[config.mk]
export PLATFORM = sky130hd
export DESIGN_NAME = network_description_tokenizer_flat
export DESIGN_NICKNAME = d
export VERILOG_FILES = /design/src/rtl/ndt_pkg.sv /design/src/rtl/ndt_if.sv /design/src/rtl/network_description_tokenizer.sv /design/src/rtl/ndt_lexer.sv /design/src/rtl/ndt_rsp_queue.sv /design/src/flat_wrapper.sv
export SDC_FILE = /design/constraint.sdc
export NUM_CORES = 1
export LEC_CHECK = 0
export ABC_AREA = 1
export BUFFER_PORTS_ARGS = -buffer_cell sky130_fd_sc_hd__buf_2
export CAP_MARGIN = 10
export CORE_MARGIN = 4
export CORE_UTILIZATION = 44
export DETAILED_ROUTE_END_ITERATION = 8
export HOLD_SLACK_MARGIN = 0.02
export PLACE_DENSITY = 0.57
export SLEW_MARGIN = 0
export SYNTH_ARGS = -nofsm -noshare
export SYNTH_HDL_FRONTEND = slang
export SYNTH_HIERARCHICAL = 1
export SYNTH_SLANG_ARGS = --single-unit
export TNS_END_PERCENT = 5
[constraint.sdc]
create_clock -name clock -period 6.4 [get_ports clock]
set_input_delay 1.92 -clock clock [delete_from_list [all_inputs] [get_ports clock]]
set_output_delay 1.92 -clock clock [all_outputs]
set_load 0.005 [all_outputs]
[src/rtl/ndt_pkg.sv]
// ----------------------------------------------------------------------------
// ndt_pkg
// Shared types, constants and helper functions for the network description
// tokenizer.
// ----------------------------------------------------------------------------
package ndt_pkg;

   localparam int POS_W                 = 16;
   localparam int BYTE_W                = 8;
   localparam int KIND_W                = 4;
   localparam int LEN_W                 = 8;
   localparam int DEFAULT_MAX_VALUE_LEN = 255;
   localparam int QUEUE_DEPTH           = 4;
   localparam int QPTR_W                = $clog2(QUEUE_DEPTH);
   localparam int QCNT_W                = $clog2(QUEUE_DEPTH + 1);

   localparam logic [POS_W-1:0] POS_MAX = '1;
   localparam logic [POS_W-1:0] POS_ONE = POS_W'(1);

   localparam logic [BYTE_W-1:0] CH_TAB           = 8'h09;
   localparam logic [BYTE_W-1:0] CH_NEWLINE       = 8'h0A;
   localparam logic [BYTE_W-1:0] CH_QUOTE         = 8'h22;
   localparam logic [BYTE_W-1:0] CH_HASH          = 8'h23;
   localparam logic [BYTE_W-1:0] CH_OPEN_PAREN    = 8'h28;
   localparam logic [BYTE_W-1:0] CH_CLOSE_PAREN   = 8'h29;
   localparam logic [BYTE_W-1:0] CH_COMMA         = 8'h2C;
   localparam logic [BYTE_W-1:0] CH_COLON         = 8'h3A;
   localparam logic [BYTE_W-1:0] CH_OPEN_BRACKET  = 8'h5B;
   localparam logic [BYTE_W-1:0] CH_BACKSLASH     = 8'h5C;
   localparam logic [BYTE_W-1:0] CH_CLOSE_BRACKET = 8'h5D;
   localparam logic [BYTE_W-1:0] CH_UNDERSCORE    = 8'h5F;
   localparam logic [BYTE_W-1:0] CH_DIGIT_0       = 8'h30;
   localparam logic [BYTE_W-1:0] CH_DIGIT_9       = 8'h39;
   localparam logic [BYTE_W-1:0] CH_UPPER_A       = 8'h41;
   localparam logic [BYTE_W-1:0] CH_UPPER_Z       = 8'h5A;
   localparam logic [BYTE_W-1:0] CH_LOWER_A       = 8'h61;
   localparam logic [BYTE_W-1:0] CH_LOWER_Z       = 8'h7A;

   typedef enum logic [2:0] {
      MODE_IDLE,
      MODE_LABEL,
      MODE_NUMBER,
      MODE_STRING,
      MODE_COMMENT
   } mode_type;

   typedef enum logic [KIND_W-1:0] {
      KIND_LABEL       = 4'd0,
      KIND_STRING      = 4'd1,
      KIND_NUMBER      = 4'd2,
      KIND_NEWLINE     = 4'd3,
      KIND_COMMA       = 4'd4,
      KIND_COLON       = 4'd5,
      KIND_TAB         = 4'd6,
      KIND_OPEN_PAREN  = 4'd7,
      KIND_CLOSE_PAREN = 4'd8,
      KIND_OPEN_BRKT   = 4'd9,
      KIND_CLOSE_BRKT  = 4'd10
   } kind_type;

   typedef struct packed {
      kind_type             kind;
      logic [POS_W-1:0]     line;
      logic [POS_W-1:0]     column;
      logic [BYTE_W-1:0]    value;
      logic                 present;
      logic                 done;
   } result_type;

   typedef struct packed {
      logic [1:0]  count;
      result_type  first;
      result_type  second;
   } push_type;

   function automatic logic is_alpha(input logic [BYTE_W-1:0] c);
      return ((c >= CH_UPPER_A) && (c <= CH_UPPER_Z)) ||
             ((c >= CH_LOWER_A) && (c <= CH_LOWER_Z));
   endfunction

   function automatic logic is_digit(input logic [BYTE_W-1:0] c);
      return (c >= CH_DIGIT_0) && (c <= CH_DIGIT_9);
   endfunction

   function automatic logic [POS_W-1:0] sat_inc(input logic [POS_W-1:0] v);
      return (v == POS_MAX) ? v : v + POS_ONE;
   endfunction

endpackage

[src/rtl/ndt_if.sv]
// ----------------------------------------------------------------------------
// ndt_if
// Valid/ready channel interfaces for text bytes in and tokens out.
// ----------------------------------------------------------------------------
interface ndt_req_if
   import ndt_pkg::*;
   ();
   logic              valid;
   logic              ready;
   logic [BYTE_W-1:0] text_byte;
   logic              end_of_text;

   modport source (output valid, output text_byte, output end_of_text, input ready);
   modport sink   (input valid, input text_byte, input end_of_text, output ready);
endinterface

interface ndt_rsp_if
   import ndt_pkg::*;
   ();
   logic              valid;
   logic              ready;
   logic [KIND_W-1:0] token_kind;
   logic [POS_W-1:0]  start_line;
   logic [POS_W-1:0]  start_column;
   logic [BYTE_W-1:0] value_byte;
   logic              byte_present;
   logic              token_done;

   modport source (output valid, output token_kind, output start_line,
                   output start_column, output value_byte, output byte_present,
                   output token_done, input ready);
   modport sink   (input valid, input token_kind, input start_line,
                   input start_column, input value_byte, input byte_present,
                   input token_done, output ready);
endinterface

[src/rtl/network_description_tokenizer.sv]
// ----------------------------------------------------------------------------
// network_description_tokenizer
// Turns a stream of description text bytes into tokens with their start
// line and column.
// ----------------------------------------------------------------------------
// Results: every result of a taken text byte is written into the result
// queue and offered on the result channel from the queue head, in order.
// Throughput: one text byte per cycle; the byte is taken whenever the
// four-entry result queue has at least two free entries.
// Reset: synchronous; the lexer returns to idle at line 1, column 1 and the
// result queue empties.
module network_description_tokenizer
   import ndt_pkg::*;
#(
   parameter int MAX_VALUE_LEN = DEFAULT_MAX_VALUE_LEN
) (
   input  logic      clock,
   input  logic      reset,
   ndt_req_if.sink   req_bus,
   ndt_rsp_if.source rsp_bus
);

   logic     accept;
   logic     space_ok;
   push_type push;

   assign req_bus.ready = space_ok;
   assign accept        = req_bus.valid & space_ok;

   ndt_lexer #(
      .MAX_VALUE_LEN(MAX_VALUE_LEN)
   ) u_lexer (
      .clock       (clock),
      .reset       (reset),
      .accept      (accept),
      .text_byte   (req_bus.text_byte),
      .end_of_text (req_bus.end_of_text),
      .push        (push)
   );

   ndt_rsp_queue u_queue (
      .clock    (clock),
      .reset    (reset),
      .push_en  (accept),
      .push     (push),
      .space_ok (space_ok),
      .rsp      (rsp_bus)
   );

endmodule

[src/rtl/ndt_lexer.sv]
// ----------------------------------------------------------------------------
// ndt_lexer
// Lexer state and the per-byte decision: mode, position tracking and the
// zero, one or two results that each accepted byte produces.
// ----------------------------------------------------------------------------
module ndt_lexer
   import ndt_pkg::*;
#(
   parameter int MAX_VALUE_LEN = DEFAULT_MAX_VALUE_LEN
) (
   input  logic              clock,
   input  logic              reset,
   input  logic              accept,
   input  logic [BYTE_W-1:0] text_byte,
   input  logic              end_of_text,
   output push_type          push
);

   localparam logic [LEN_W-1:0] MAX_LEN = LEN_W'(MAX_VALUE_LEN);

   mode_type         mode_ff, mode_in;
   logic [POS_W-1:0] line_ff, line_in;
   logic [POS_W-1:0] column_ff, column_in;
   logic [POS_W-1:0] tok_line_ff, tok_line_in;
   logic [POS_W-1:0] tok_column_ff, tok_column_in;
   logic [LEN_W-1:0] length_ff, length_in;

   logic       do_close;
   logic       do_idle;
   logic       do_value;
   logic       adv_col;
   logic       adv_line;
   logic       second_valid;
   kind_type   open_kind;
   result_type close_res;
   result_type second;

   always_comb begin
      case (mode_ff)
         MODE_STRING: open_kind = KIND_STRING;
         MODE_NUMBER: open_kind = KIND_NUMBER;
         default:     open_kind = KIND_LABEL;
      endcase
   end

   always_comb begin
      mode_in       = mode_ff;
      tok_line_in   = tok_line_ff;
      tok_column_in = tok_column_ff;
      length_in     = length_ff;
      do_close      = 1'b0;
      do_idle       = 1'b0;
      do_value      = 1'b0;
      adv_col       = 1'b0;
      adv_line      = 1'b0;
      second_valid  = 1'b0;
      second        = '0;
      close_res     = '{kind: open_kind, line: tok_line_ff, column: tok_column_ff,
                        value: '0, present: 1'b0, done: 1'b1};

      if (end_of_text) begin
         do_close = (mode_ff == MODE_LABEL) || (mode_ff == MODE_NUMBER) ||
                    (mode_ff == MODE_STRING);
         mode_in  = MODE_IDLE;
      end else begin
         case (mode_ff)
            MODE_LABEL: begin
               if (is_alpha(text_byte) || is_digit(text_byte) ||
                   (text_byte == CH_UNDERSCORE)) begin
                  do_value = 1'b1;
                  adv_col  = 1'b1;
               end else begin
                  do_close = 1'b1;
                  do_idle  = 1'b1;
               end
            end
            MODE_NUMBER: begin
               if (is_digit(text_byte)) begin
                  do_value = 1'b1;
                  adv_col  = 1'b1;
               end else begin
                  do_close = 1'b1;
                  do_idle  = 1'b1;
               end
            end
            MODE_STRING: begin
               if (text_byte == CH_QUOTE) begin
                  do_close = 1'b1;
                  adv_col  = 1'b1;
               end else if (text_byte == CH_NEWLINE) begin
                  do_close = 1'b1;
                  do_idle  = 1'b1;
               end else begin
                  do_value = 1'b1;
                  adv_col  = 1'b1;
               end
            end
            MODE_COMMENT: begin
               if (text_byte == CH_NEWLINE) begin
                  mode_in  = MODE_IDLE;
                  adv_line = 1'b1;
               end else begin
                  adv_col = 1'b1;
               end
            end
            default: begin
               mode_in = MODE_IDLE;
               do_idle = 1'b1;
            end
         endcase
      end

      if (do_close) begin
         mode_in = MODE_IDLE;
      end

      if (do_value && (length_ff < MAX_LEN)) begin
         length_in    = length_ff + LEN_W'(1);
         second_valid = 1'b1;
         second       = '{kind: open_kind, line: tok_line_ff, column: tok_column_ff,
                          value: text_byte, present: 1'b1, done: 1'b0};
      end

      if (do_idle) begin
         second = '{kind: KIND_LABEL, line: line_ff, column: column_ff,
                    value: '0, present: 1'b0, done: 1'b1};
         case (text_byte)
            CH_TAB:           second.kind = KIND_TAB;
            CH_COMMA:         second.kind = KIND_COMMA;
            CH_COLON:         second.kind = KIND_COLON;
            CH_OPEN_PAREN:    second.kind = KIND_OPEN_PAREN;
            CH_CLOSE_PAREN:   second.kind = KIND_CLOSE_PAREN;
            CH_OPEN_BRACKET:  second.kind = KIND_OPEN_BRKT;
            CH_CLOSE_BRACKET: second.kind = KIND_CLOSE_BRKT;
            CH_NEWLINE:       second.kind = KIND_NEWLINE;
            default:          second.kind = KIND_LABEL;
         endcase
         case (text_byte)
            CH_TAB, CH_COMMA, CH_COLON, CH_OPEN_PAREN, CH_CLOSE_PAREN,
            CH_OPEN_BRACKET, CH_CLOSE_BRACKET: begin
               tok_line_in   = line_ff;
               tok_column_in = column_ff;
               length_in     = '0;
               second_valid  = 1'b1;
               adv_col       = 1'b1;
            end
            CH_NEWLINE: begin
               tok_line_in   = line_ff;
               tok_column_in = column_ff;
               length_in     = '0;
               second_valid  = 1'b1;
               adv_line      = 1'b1;
            end
            CH_HASH: begin
               mode_in = MODE_COMMENT;
               adv_col = 1'b1;
            end
            CH_QUOTE: begin
               tok_line_in   = line_ff;
               tok_column_in = column_ff;
               length_in     = '0;
               mode_in       = MODE_STRING;
               adv_col       = 1'b1;
            end
            default: begin
               adv_col = 1'b1;
               if (is_alpha(text_byte) || (text_byte == CH_UNDERSCORE) ||
                   (text_byte == CH_BACKSLASH) || is_digit(text_byte)) begin
                  tok_line_in   = line_ff;
                  tok_column_in = column_ff;
                  length_in     = LEN_W'(1);
                  second_valid  = 1'b1;
                  second.value  = text_byte;
                  second.present = 1'b1;
                  second.done   = 1'b0;
                  if (is_digit(text_byte)) begin
                     mode_in     = MODE_NUMBER;
                     second.kind = KIND_NUMBER;
                  end else begin
                     mode_in     = MODE_LABEL;
                     second.kind = KIND_LABEL;
                  end
               end
            end
         endcase
      end

      line_in   = line_ff;
      column_in = column_ff;
      if (adv_line) begin
         line_in   = sat_inc(line_ff);
         column_in = POS_ONE;
      end else if (adv_col) begin
         column_in = sat_inc(column_ff);
      end

      if (do_close) begin
         push.first  = close_res;
         push.second = second;
         push.count  = second_valid ? 2'd2 : 2'd1;
      end else begin
         push.first  = second;
         push.second = second;
         push.count  = second_valid ? 2'd1 : 2'd0;
      end
   end

   always_ff @(posedge clock) begin
      if (reset) begin
         mode_ff       <= MODE_IDLE;
         line_ff       <= POS_ONE;
         column_ff     <= POS_ONE;
         tok_line_ff   <= POS_ONE;
         tok_column_ff <= POS_ONE;
         length_ff     <= '0;
      end else if (accept) begin
         mode_ff       <= mode_in;
         line_ff       <= line_in;
         column_ff     <= column_in;
         tok_line_ff   <= tok_line_in;
         tok_column_ff <= tok_column_in;
         length_ff     <= length_in;
      end
   end

endmodule

[src/rtl/ndt_rsp_queue.sv]
// ----------------------------------------------------------------------------
// ndt_rsp_queue
// Four-entry result queue that takes up to two results per cycle and hands
// out one beat per cycle on the result channel while ready is high.
// ----------------------------------------------------------------------------
module ndt_rsp_queue
   import ndt_pkg::*;
(
   input  logic      clock,
   input  logic      reset,
   input  logic      push_en,
   input  push_type  push,
   output logic      space_ok,
   ndt_rsp_if.source rsp
);

   result_type        entry_ff [QUEUE_DEPTH];
   logic [QPTR_W-1:0] wr_ptr_ff, wr_ptr_in;
   logic [QPTR_W-1:0] rd_ptr_ff, rd_ptr_in;
   logic [QCNT_W-1:0] count_ff, count_in;
   logic [1:0]        push_count;
   logic              pop;
   result_type        head;

   assign push_count = push_en ? push.count : 2'd0;
   assign pop        = rsp.valid & rsp.ready;
   assign space_ok   = count_ff <= QCNT_W'(QUEUE_DEPTH - 2);

   assign wr_ptr_in = wr_ptr_ff + QPTR_W'(push_count);
   assign rd_ptr_in = rd_ptr_ff + QPTR_W'(pop);
   assign count_in  = count_ff + QCNT_W'(push_count) - QCNT_W'(pop);

   assign head             = entry_ff[rd_ptr_ff];
   assign rsp.valid        = count_ff != '0;
   assign rsp.token_kind   = head.kind;
   assign rsp.start_line   = head.line;
   assign rsp.start_column = head.column;
   assign rsp.value_byte   = head.value;
   assign rsp.byte_present = head.present;
   assign rsp.token_done   = head.done;

   always_ff @(posedge clock) begin
      if (push_count != 2'd0) begin
         entry_ff[wr_ptr_ff] <= push.first;
      end
      if (push_count == 2'd2) begin
         entry_ff[wr_ptr_ff + QPTR_W'(1)] <= push.second;
      end
   end

   always_ff @(posedge clock) begin
      if (reset) begin
         wr_ptr_ff <= '0;
         rd_ptr_ff <= '0;
         count_ff  <= '0;
      end else begin
         wr_ptr_ff <= wr_ptr_in;
         rd_ptr_ff <= rd_ptr_in;
         count_ff  <= count_in;
      end
   end

endmodule

[src/flat_wrapper.sv]
// flat-port wrapper written by rule: the top's interface ports become plain ports
module network_description_tokenizer_flat import ndt_pkg::*;
#(
   parameter int MAX_VALUE_LEN = DEFAULT_MAX_VALUE_LEN
)
  (clock, reset, req_bus_valid, req_bus_text_byte, req_bus_end_of_text, req_bus_ready, rsp_bus_valid, rsp_bus_token_kind, rsp_bus_start_line, rsp_bus_start_column, rsp_bus_value_byte, rsp_bus_byte_present, rsp_bus_token_done, rsp_bus_ready);
  ndt_req_if req_bus_i ();
  ndt_rsp_if rsp_bus_i ();
  input  logic clock;
  input  logic reset;
  input wire logic [$bits(req_bus_i.valid)-1:0] req_bus_valid;
  input wire logic [$bits(req_bus_i.text_byte)-1:0] req_bus_text_byte;
  input wire logic [$bits(req_bus_i.end_of_text)-1:0] req_bus_end_of_text;
  output wire logic [$bits(req_bus_i.ready)-1:0] req_bus_ready;
  output wire logic [$bits(rsp_bus_i.valid)-1:0] rsp_bus_valid;
  output wire logic [$bits(rsp_bus_i.token_kind)-1:0] rsp_bus_token_kind;
  output wire logic [$bits(rsp_bus_i.start_line)-1:0] rsp_bus_start_line;
  output wire logic [$bits(rsp_bus_i.start_column)-1:0] rsp_bus_start_column;
  output wire logic [$bits(rsp_bus_i.value_byte)-1:0] rsp_bus_value_byte;
  output wire logic [$bits(rsp_bus_i.byte_present)-1:0] rsp_bus_byte_present;
  output wire logic [$bits(rsp_bus_i.token_done)-1:0] rsp_bus_token_done;
  input wire logic [$bits(rsp_bus_i.ready)-1:0] rsp_bus_ready;
  assign req_bus_i.valid = req_bus_valid;
  assign req_bus_i.text_byte = req_bus_text_byte;
  assign req_bus_i.end_of_text = req_bus_end_of_text;
  assign req_bus_ready = req_bus_i.ready;
  assign rsp_bus_valid = rsp_bus_i.valid;
  assign rsp_bus_token_kind = rsp_bus_i.token_kind;
  assign rsp_bus_start_line = rsp_bus_i.start_line;
  assign rsp_bus_start_column = rsp_bus_i.start_column;
  assign rsp_bus_value_byte = rsp_bus_i.value_byte;
  assign rsp_bus_byte_present = rsp_bus_i.byte_present;
  assign rsp_bus_token_done = rsp_bus_i.token_done;
  assign rsp_bus_i.ready = rsp_bus_ready;
  network_description_tokenizer #(.MAX_VALUE_LEN(MAX_VALUE_LEN)) u_core (.clock(clock), .reset(reset), .req_bus(req_bus_i), .rsp_bus(rsp_bus_i));
endmodule
Word level (Yosys, flattened, before mapping)
Memory sizes are Yosys's and may differ from the RTL's. A register that Yosys moved wholly into a read port is not among the register bits.
Index checks and enable logic that the tools add are counted.
{"block": "totals", "register_bits": 82, "ram_bits": 184, "in_bits": 13, "output_inout_bits": 48, "elab_cells": 139, "memories": 1}
{"memory": "u_core.u_queue.entry_ff", "words": 4, "width": 46, "rd": 1, "rd_ports_with_merged_regs": 1, "write_ports": 2, "line_no": "ndt_rsp_queue.sv:17", "text": "result_type entry_ff [QUEUE_DEPTH];"}
{"block": "classes", "addsub": 8, "magnitude_cmp": 8, "eq_ne": 20, "n_mux": 65, "bitwise_logic": 4, "reduce_logical": 24}
{"cell": "two-way mux 94 bit", "n": 1}
{"cell": "two-way mux 46 bit", "n": 2}
{"cell": "two-way mux 16 bit", "n": 5}
{"cell": "one-hot mux 16 bit (2 select lines)", "n": 2}
{"cell": "== test 8 x 6 -> 1 bit, second input constant", "n": 6}
{"cell": "adder 16 x 1 -> 16 bit, second input constant", "n": 2}
{"cell": "== test 16 bit, second input constant", "n": 2}
{"cell": "== test 8 x 7 -> 1 bit, second input constant", "n": 4}
{"cell": "one-hot mux 4 bit (8 select lines)", "n": 1}
{"cell": "two-way mux 1 bit", "n": 28}
{"cell": "two-way mux 8 bit", "n": 3}
{"cell": "two-way mux 10 bit", "n": 2}
{"cell": "== test 8 x 4 -> 1 bit, second input constant", "n": 2}
{"cell": "greater-or-equal comparator 8 x 7 -> 1 bit, second input constant", "n": 2}
{"cell": "less-or-equal comparator 8 x 7 -> 1 bit, second input constant", "n": 2}
{"cell": "one-hot mux 8 bit (2 select lines)", "n": 1}
{"cell": "two-way mux 3 bit", "n": 5}
{"cell": "two-way mux 2 bit", "n": 5}
{"cell": "OR reduction 10 bit", "n": 1}
{"cell": "one-hot mux 3 bit (3 select lines)", "n": 1}
{"cell": "OR reduction 9 bit", "n": 1}
{"cell": "adder 8 x 1 -> 8 bit, second input constant", "n": 1}
{"cell": "greater-or-equal comparator 8 x 6 -> 1 bit, second input constant", "n": 1}
{"cell": "less-or-equal comparator 8 x 6 -> 1 bit, second input constant", "n": 1}
{"cell": "29 further kinds", "n": 48}

Logic depth before layout (Yosys ltp)
Gate-level depths: netlist of the first run.
{"block": "logic_depth", "depth_word": 19, "depth_mapped": 24, "ltp_nobuf": 23}

Cells and area by module
Netlist of the first run, hierarchy kept.
{"mod": "ndt_rsp_queue", "instances": 1, "cells_each": 967, "area_each_um2": 9414.0, "seq_area_each_um2": 5665.4}
{"mod": "ndt_lexer", "instances": 1, "cells_each": 786, "area_each_um2": 4793.3, "seq_area_each_um2": 1501.4}
{"mod": "network_description_tokenizer", "instances": 1, "cells_each": 2, "area_each_um2": 7.5, "seq_area_each_um2": 0.0}

Worst setup path after synthesis of the first run
No wires, ideal clock.
{"block": "synth_timing", "path_kind": "input to register", "start": "in req_bus_text_byte[2]", "end": "mem u_core/u_queue/entry_ff[3][0] in the netlist's numbering (enable)", "setup_ns": 0.404, "arrival_time_ns": 4.827, "required_ns": 5.996, "setup_slack_ns": 1.169, "stages": 16, "n_path_buf": 2, "path_cell_list": "inv_2 > nand2_1 > nor2_8 > nand2_1 > nand2_1 > nand2_1 > nand4_2 > nand3_2 > nand2_4 > buf_2 > o21ai_0 > ha_1 > nor2_4 > nand2_1 > clkbuf_1 > nand2_1"}
{"item": "from (decl)", "line_no": "flat_wrapper.sv:12", "text": "input wire logic [$bits(req_bus_i.text_byte)-1:0] req_bus_text_byte;"}
{"item": "to (decl)", "line_no": "ndt_rsp_queue.sv:17"}

==> summary.txt, run 1 <==
Status: finished clean
CTS tree: built
Die height: 188 um
Clock Skew: 0.0104 ns
Register share of total power: 41.9%
R2r setup slk: 2.53 ns
Clk buf depth: 3
Worst-margin pin slew: 1.19 ns
Final setup viols: 0
Number of global-route vias before repair: 11100
Synth unique cells: 46
Area leader, netlist: edfxtp_1
Worst slack, placed: 0.725 ns
Post_cts resized: 0
Post-Route WL: 37300 um
Required time worst endpoint: 6.62 ns
Drt initial violations: 923
Arr. time, crit path: 5.31 ns
Post-synth ARST share: 0%
Final ANT Viol Nets: 0
Register area: 7170 um2
Post-synth top area share: 38.9%
Largest cells by area after synthesis: edfxtp_1, dfxtp_1, nand2_1
Gr usage total: 20.6%
Shortest period the worst path allows: 5.09 ns
Leading cell type in the layout, fill and taps excluded: nand2_1
Drt first pass iters: 5
Max Cap Viol: 0
Primary FF master, synth: edfxtp_1
Initial core utilization: 44.8%
HP Class: reg -> reg
Hpwl dp: 23300 um
Initial antenna violation count: 0
Vias/cell: 5.30
Net Sw Frac: 31.1%
Post-route design area: 15600 um2
Worst setup margin: 1.31 ns
Root Driver: clkbuf_16
Fill cells: 3049
CTS Sinks: 266
Die W: 188 um
Max_slew headroom: 20.6%
IO Count: 61
Cell Rows: 65
Sw Pwr: 1490 uW
Crit Path Class: in -> reg
Pwr/cell area: 307 nW/um2
Post-synthesis sequential area ratio: 50.4%
Share of layout cells above drive strength 1: 10.8%
Crit-path max cell delay: 0.44 ns
Residual DRC count: 0
Die Area: 35200 um2
Worst-path cell chain: buf_2, inv_1, nand2_1, nor2_1, nand2_1, o21ai_0, inv_1, nand3_2, nand2_4, o21ai_0, ha_1, nor2_4, nand3_4, nand2_2, buf_4
Number of synthesized flops with an enable pin: 184
Final Hold Fails: 0
Area occupied by multi-input gates: 5780 um2
VDD IR-drop max: 231 uV
Num CTS Buffers: 30
Postcts setup bufs: 0
Clk Latency, worst-skew pair: 0.55 ns
Internal power: 3290 uW
Port Buffers: 60
Total gr overflow: 0
Leak: 0.00575 uW
Clk pwr share: 35.0%
Most frequent cells in the layout: nand2_1, nor2_1, o21ai_0, edfxtp_1, inv_1
GPL Wtd Cong: 0.850
Antenna diodes: 0
CP endpoint kind: flop
Drt wl/cell: 17.0 um
Post-Synthesis Cells: 1755
Mapped Nets: 1776
Post-placement cell area: 14600 um2
Tcrit/Tclk final: 79.6%
Total Nets Final: 1787
Pins Over Slew Limit: 0
Fmax: 196 MHz
TNS Setup: 0 ns
Mapped Area: 14200 um2
H-tree levels: 1
First-pass GRT wire length: 59800 um
Clock slew at reported path FFs: 0.06 ns
Area grow syn2layout: 9.50%
Core ar.: 31700 um2
Hold Buf Count CTS: 0
Combinational power share: 23.2%
Syn. warnings: 6
Vias: 11600
RSZ-0062 raised after global routing: no
Syn Area/Cell: 8.10 um2
CP max stage cell: nand2_2
Seq cells post-synth: 266
Largest net degree at the start of global routing: 95
CP Launch Type: input port
Max FO, Critical Path: 36
flip-flops by register name, indices dropped and copies added (netlist names):
name / flops
u_core/u_queue/entry_ff: 184
u_core/u_lexer/column_ff: 16
u_core/u_lexer/line_ff: 16
u_core/u_lexer/tok_column_ff: 16
u_core/u_lexer/tok_line_ff: 16
u_core/u_lexer/length_ff: 8
u_core/u_lexer/mode_ff: 3
u_core/u_queue/count_ff: 3
u_core/u_queue/rd_ptr_ff: 2
u_core/u_queue/wr_ptr_ff: 2
power by group through the flow:
stage          sequential [uW]  combinational, uW  clock [uW]
2_1_floorplan             2030                728           0
3_3_place_gp              2030               1100           0
3_5_place_dp              2040               1120           0
4_1_cts                   2000               1120        1710
5_1_grt                   2010               1240        1790
6_report                  2000               1110        1670
stage by stage:
stage / utilization [%] / hold slack [ns] / total power, uW / cells
detailed placement: 46.1 / 0.457 / 3150 / 2136
finish: 49.1 / 0.470 / 4770 / 2191
floorplan: - / 0.442 / 2760 / 1755
CTS: 49.1 / 0.472 / 4830 / 2191
global placement: 46.1 / 0.456 / 3140 / 2136
global route: 49.1 / 0.507 / 5030 / 2191
worst paths after layout:
path,from,end,cells past startpoint
max,req_bus_text_byte[5],u_core/u_queue/entry_ff[0][4]$_DFFE_PP_,15
min,u_core/u_lexer/tok_column_ff[0]$_SDFFE_PP1P_,u_core/u_lexer/tok_column_ff[0]$_SDFFE_PP1P_,2
max reg2reg,u_core/u_lexer/mode_ff[0]$_SDFFE_PP0P_,u_core/u_queue/entry_ff[0][4]$_DFFE_PP_,14
min reg2reg,u_core/u_lexer/tok_column_ff[0]$_SDFFE_PP1P_,u_core/u_lexer/tok_column_ff[0]$_SDFFE_PP1P_,2
cells by family after synthesis:
kind of cell / after synthesis / share of synthesized area [%]
buffers and inverters: 272 / 9.12
AOI/OAI and AO/OA: 458 / 17.8
xor gates and xnor gates: 8 / 0.493
DFF: 266 / 50.4
adders and majority gates: 8 / 0.757
and+or+nand+nor: 743 / 21.4
cells in the mapped netlist, types with 2 or more instances:
| cell type | number |
|---|---|
| inv_2 | 9 |
| a21oi_1 | 30 |
| o21ai_1 | 101 |
| inv_1 | 158 |
| nor3_1 | 24 |
| nand3_1 | 39 |
| buf_2 | 29 |
| o21a_1 | 3 |
| nor2_8 | 2 |
| nand4_1 | 10 |
| o21ai_2 | 33 |
| nand3_2 | 2 |
| nor3b_1 | 2 |
| o22ai_1 | 76 |
| nand2_2 | 6 |
| nor4_1 | 3 |
| inv_4 | 2 |
| clkbuf_1 | 36 |
| ha_1 | 7 |
| xor2_1 | 8 |
| buf_6 | 26 |
| buf_4 | 7 |
| nor2_4 | 2 |
| o21ai_0 | 210 |
| o211ai_1 | 2 |
| edfxtp_1 | 184 |
| dfxtp_1 | 82 |
| nand2_1 | 408 |
| clkinv_1 | 2 |
| nor2_1 | 236 |
critical path: cells and delay by family:
family          cells  cell delay, ns
simple gates        8            1.81
compound gates      2            0.48
buf+inv             4            0.76
fa+ha+maj           1            0.30
area by class of cell:
cell class,count,share of cell area [%]
timing repair buffer,79,3.25
inverter,172,4.19
clock buffer,40,5.33
clock inverter,15,0.788
sequential,266,46.1
multi-input combinational,1217,37.2
tap,402,3.23
per-layer routing:
layer	up-vias	GRT usage, %	share of wire (%)
met4	0	4.12	1.9
met1	5417	27.9	47
met5	-	0	0
li1	5921	-	-
met2	227	36.1	48
met3	48	2.22	3.6
Power figures use the tool's default switching activity.
==> inputs of run 2 (changes only) <==
--- a/config.mk
+++ b/config.mk
@@ -5,7 +5,7 @@
 export SDC_FILE = /design/constraint.sdc
 export NUM_CORES = 1
 export LEC_CHECK = 0
-export ABC_AREA = 1
+export ABC_AREA = 0
 export BUFFER_PORTS_ARGS = -buffer_cell sky130_fd_sc_hd__buf_2
 export CAP_MARGIN = 10
 export CORE_MARGIN = 4
==> constraint.sdc (replaced) <==
create_clock -name clock -period 5.1 [get_ports clock]
set_input_delay 1.53 -clock clock [delete_from_list [all_inputs] [get_ports clock]]
set_output_delay 1.53 -clock clock [all_outputs]
set_load 0.005 [all_outputs]
==> run 2 against run 1 <==
Against the previous run: count of clock-buffer cells in the layout rose by 8; synthesized area is 0.48% lower; largest cell class unchanged; register-to-register slack worse by 1.0 ns; flip-flop and latch count stayed put; routed wire length down 12%; synthesized cell count decreased by 38%; sequential power up 23%.
==> summary.txt, run 2 <==
Clock Skew: 0.00731 ns
Final core occ: 50.8%
Clk Latency, worst-skew pair: 0.55 ns
Initial antenna violation count: 0
Gr usage total: 18.5%
Hold Path Origin: u_core/u_lexer/length_ff[1]$_SDFFE_PP0P_
Root Driver: clkbuf_16
Required time worst endpoint: 5.40 ns
Top cells by count, synth: edfxtp_1, mux2_2, dfxtp_1
TNS Setup: 0 ns
Pwr/cell area: 340 nW/um2
Post-route design area: 16100 um2
Primary FF master, synth: edfxtp_1
Initial core utilization: 44.7%
CP endpoint kind: flop
Number of global-route vias before repair: 9216
Post-synthesis sequential area ratio: 50.7%
Num CTS Buffers: 30
Drt first pass iters: 5
Post_cts resized: 0
Clk pwr share: 39.2%
Critical R2R Launch: u_core/u_lexer/mode_ff[0]$_SDFFE_PP0P_
Max_slew headroom: 42.2%
Arr. time, crit path: 4.78 ns
Largest net degree at the start of global routing: 48
Seq cells post-synth: 266
CTS tree: built
Largest Register: u_core/u_queue/entry_ff
Shortest period the worst path allows: 4.48 ns
Fill cells: 2757
RSZ-0062 raised after global routing: no
Total gr overflow: 0
Post-synth top area share: 39.1%
Max Cap Viol: 0
Register share of total power: 45.0%
Number of synthesized flops with an enable pin: 184
IO Count: 61
Status: finished clean
Die height: 187 um
Worst-margin pin slew: 0.867 ns
Drt wl/cell: 21.0 um
Crit Path Class: in -> reg
Vias/cell: 5.74
CP Launch Type: input port
Syn. warnings: 6
Fmax: 223 MHz
Clock slew at reported path FFs: 0.06 ns
Pins Over Slew Limit: 0
Post-synth ARST share: 0%
Largest register FFs: 184
Crit path from: req_bus_text_byte[2]
Hold Buf Count CTS: 0
Vias: 8979
Area leader, netlist: edfxtp_1
Clk buf depth: 3
Mapped Area: 14100 um2
Drt initial violations: 641
Worst Hold Slack: 0.480 ns
Post-Synthesis Cells: 1080
CTS Sinks: 266
VDD IR-drop max: 275 uV
Area grow syn2layout: 13.7%
Internal power: 4120 uW
GPL Wtd Cong: 0.827
Most frequent cell after synthesis: edfxtp_1
Mapped Nets: 1101
Antenna diodes: 0
First-pass GRT wire length: 52500 um
Die W: 187 um
Combinational power share: 15.8%
Core ar.: 31600 um2
Leading cell type in the layout, fill and taps excluded: edfxtp_1
HP Class: reg -> reg
Die Area: 35100 um2
Cell Rows: 65
Share of layout cells above drive strength 1: 34.7%
Net Sw Frac: 24.7%
Final ANT Viol Nets: 0
Post-placement cell area: 15100 um2
H-tree levels: 1
Post-Route WL: 32900 um
Synth unique cells: 76
Final Hold Fails: 0
Syn Area/Cell: 13.1 um2
Final setup viols: 0
Hpwl dp: 19700 um
Port Buffers: 60
Max FO, Critical Path: 28
Largest cells by area after synthesis: edfxtp_1, dfxtp_1, mux2_2
Total power: 5470 uW
Total Nets Final: 1158
Postcts setup bufs: 0
Tcrit/Tclk final: 87.8%
Most frequent cells in the layout: edfxtp_1, mux2_2, dfxtp_1, nor2_1, a22o_1
Leak: 0.00596 uW
Sw Pwr: 1350 uW
Residual DRC count: 0
==> run 2: cell types whose count changed after synthesis, moves of 74 or more <==
cell     before  now
inv_1       158   13
o22ai_1      76    2
nor2_1      236   76
mux2_2        0  143
o21ai_1     101    1
o21ai_0     210   18
nand2_1     408   36
==> run 2: area by class of cell <==
cell class	instances	area [um2]	share of cell area [%]
sequential	266	7170	44.6
multi-input combinational	720	6580	40.9
clock buffer	48	910	5.65
timing repair buffer	106	783	4.87
tap	402	503	3.13
clock inverter	8	85.1	0.529
inverter	13	48.8	0.303
==> run 2: per-layer routing <==
| metal | vias to the layer above | track usage [%] | routed length [um] |
|---|---|---|---|
| li1 | 4287 | - | - |
| met1 | 4501 | 25.7 | 15100 |
| met2 | 155 | 31.4 | 16000 |
| met3 | 36 | 2.22 | 1190 |
| met4 | 0 | 3.87 | 577 |
| met5 | - | 0 | 0 |
==> run 2: per-stage QoR <==
step | worst slack [ns] | cells
after detailed placement | 0.102 | 1507
final | 0.623 | 1563
after global placement | 0.130 | 1507
after CTS | 0.683 | 1563
after global routing | 0.500 | 1563
after floorplan | -0.308 | 1080
==> run 2: path summary, 6_finish.rpt <==
kind,endpoint,slack [ns],cells past startpoint
setup / recovery,u_core/u_queue/entry_ff[1][20]$_DFFE_PP_,0.62,11
setup reg to reg,u_core/u_queue/entry_ff[3][41]$_DFFE_PP_,1.53,8
hold / removal,u_core/u_lexer/length_ff[1]$_SDFFE_PP0P_,0.48,2
hold reg to reg,u_core/u_lexer/length_ff[1]$_SDFFE_PP0P_,0.48,2
==> run 2: cells by family after synthesis <==
kind of cell,synth area share [%]
flip-flops,50.7
XOR/XNOR,1.73
buffers and inverters,3.30
adder cells (fa/ha/maj),0.761
AND/OR/NAND/NOR,9.77
AO/OA/AOI/OAI,8.40
multiplexers,25.4
==> run 2: power groups by stage <==
stage | Combinational (uW) | Sequential [uW] | Clock [uW]
after global routing | 942 | 2480 | 2300
after CTS | 885 | 2470 | 2210
after detailed placement | 880 | 2510 | 0
after floorplan | 632 | 2410 | 0
final | 863 | 2460 | 2140
after global placement | 877 | 2510 | 0
==> run 2: worst max-delay path, stage by stage <==
cell	delay, ns
buf_2	0.11
or4b_1	0.59
or2_4	0.27
a221o_1	0.39
o41a_4	0.14
o21bai_1	0.20
ha_1	0.27
nand3b_2	0.21
or3_2	0.49
buf_12	0.24
mux2_4	0.32
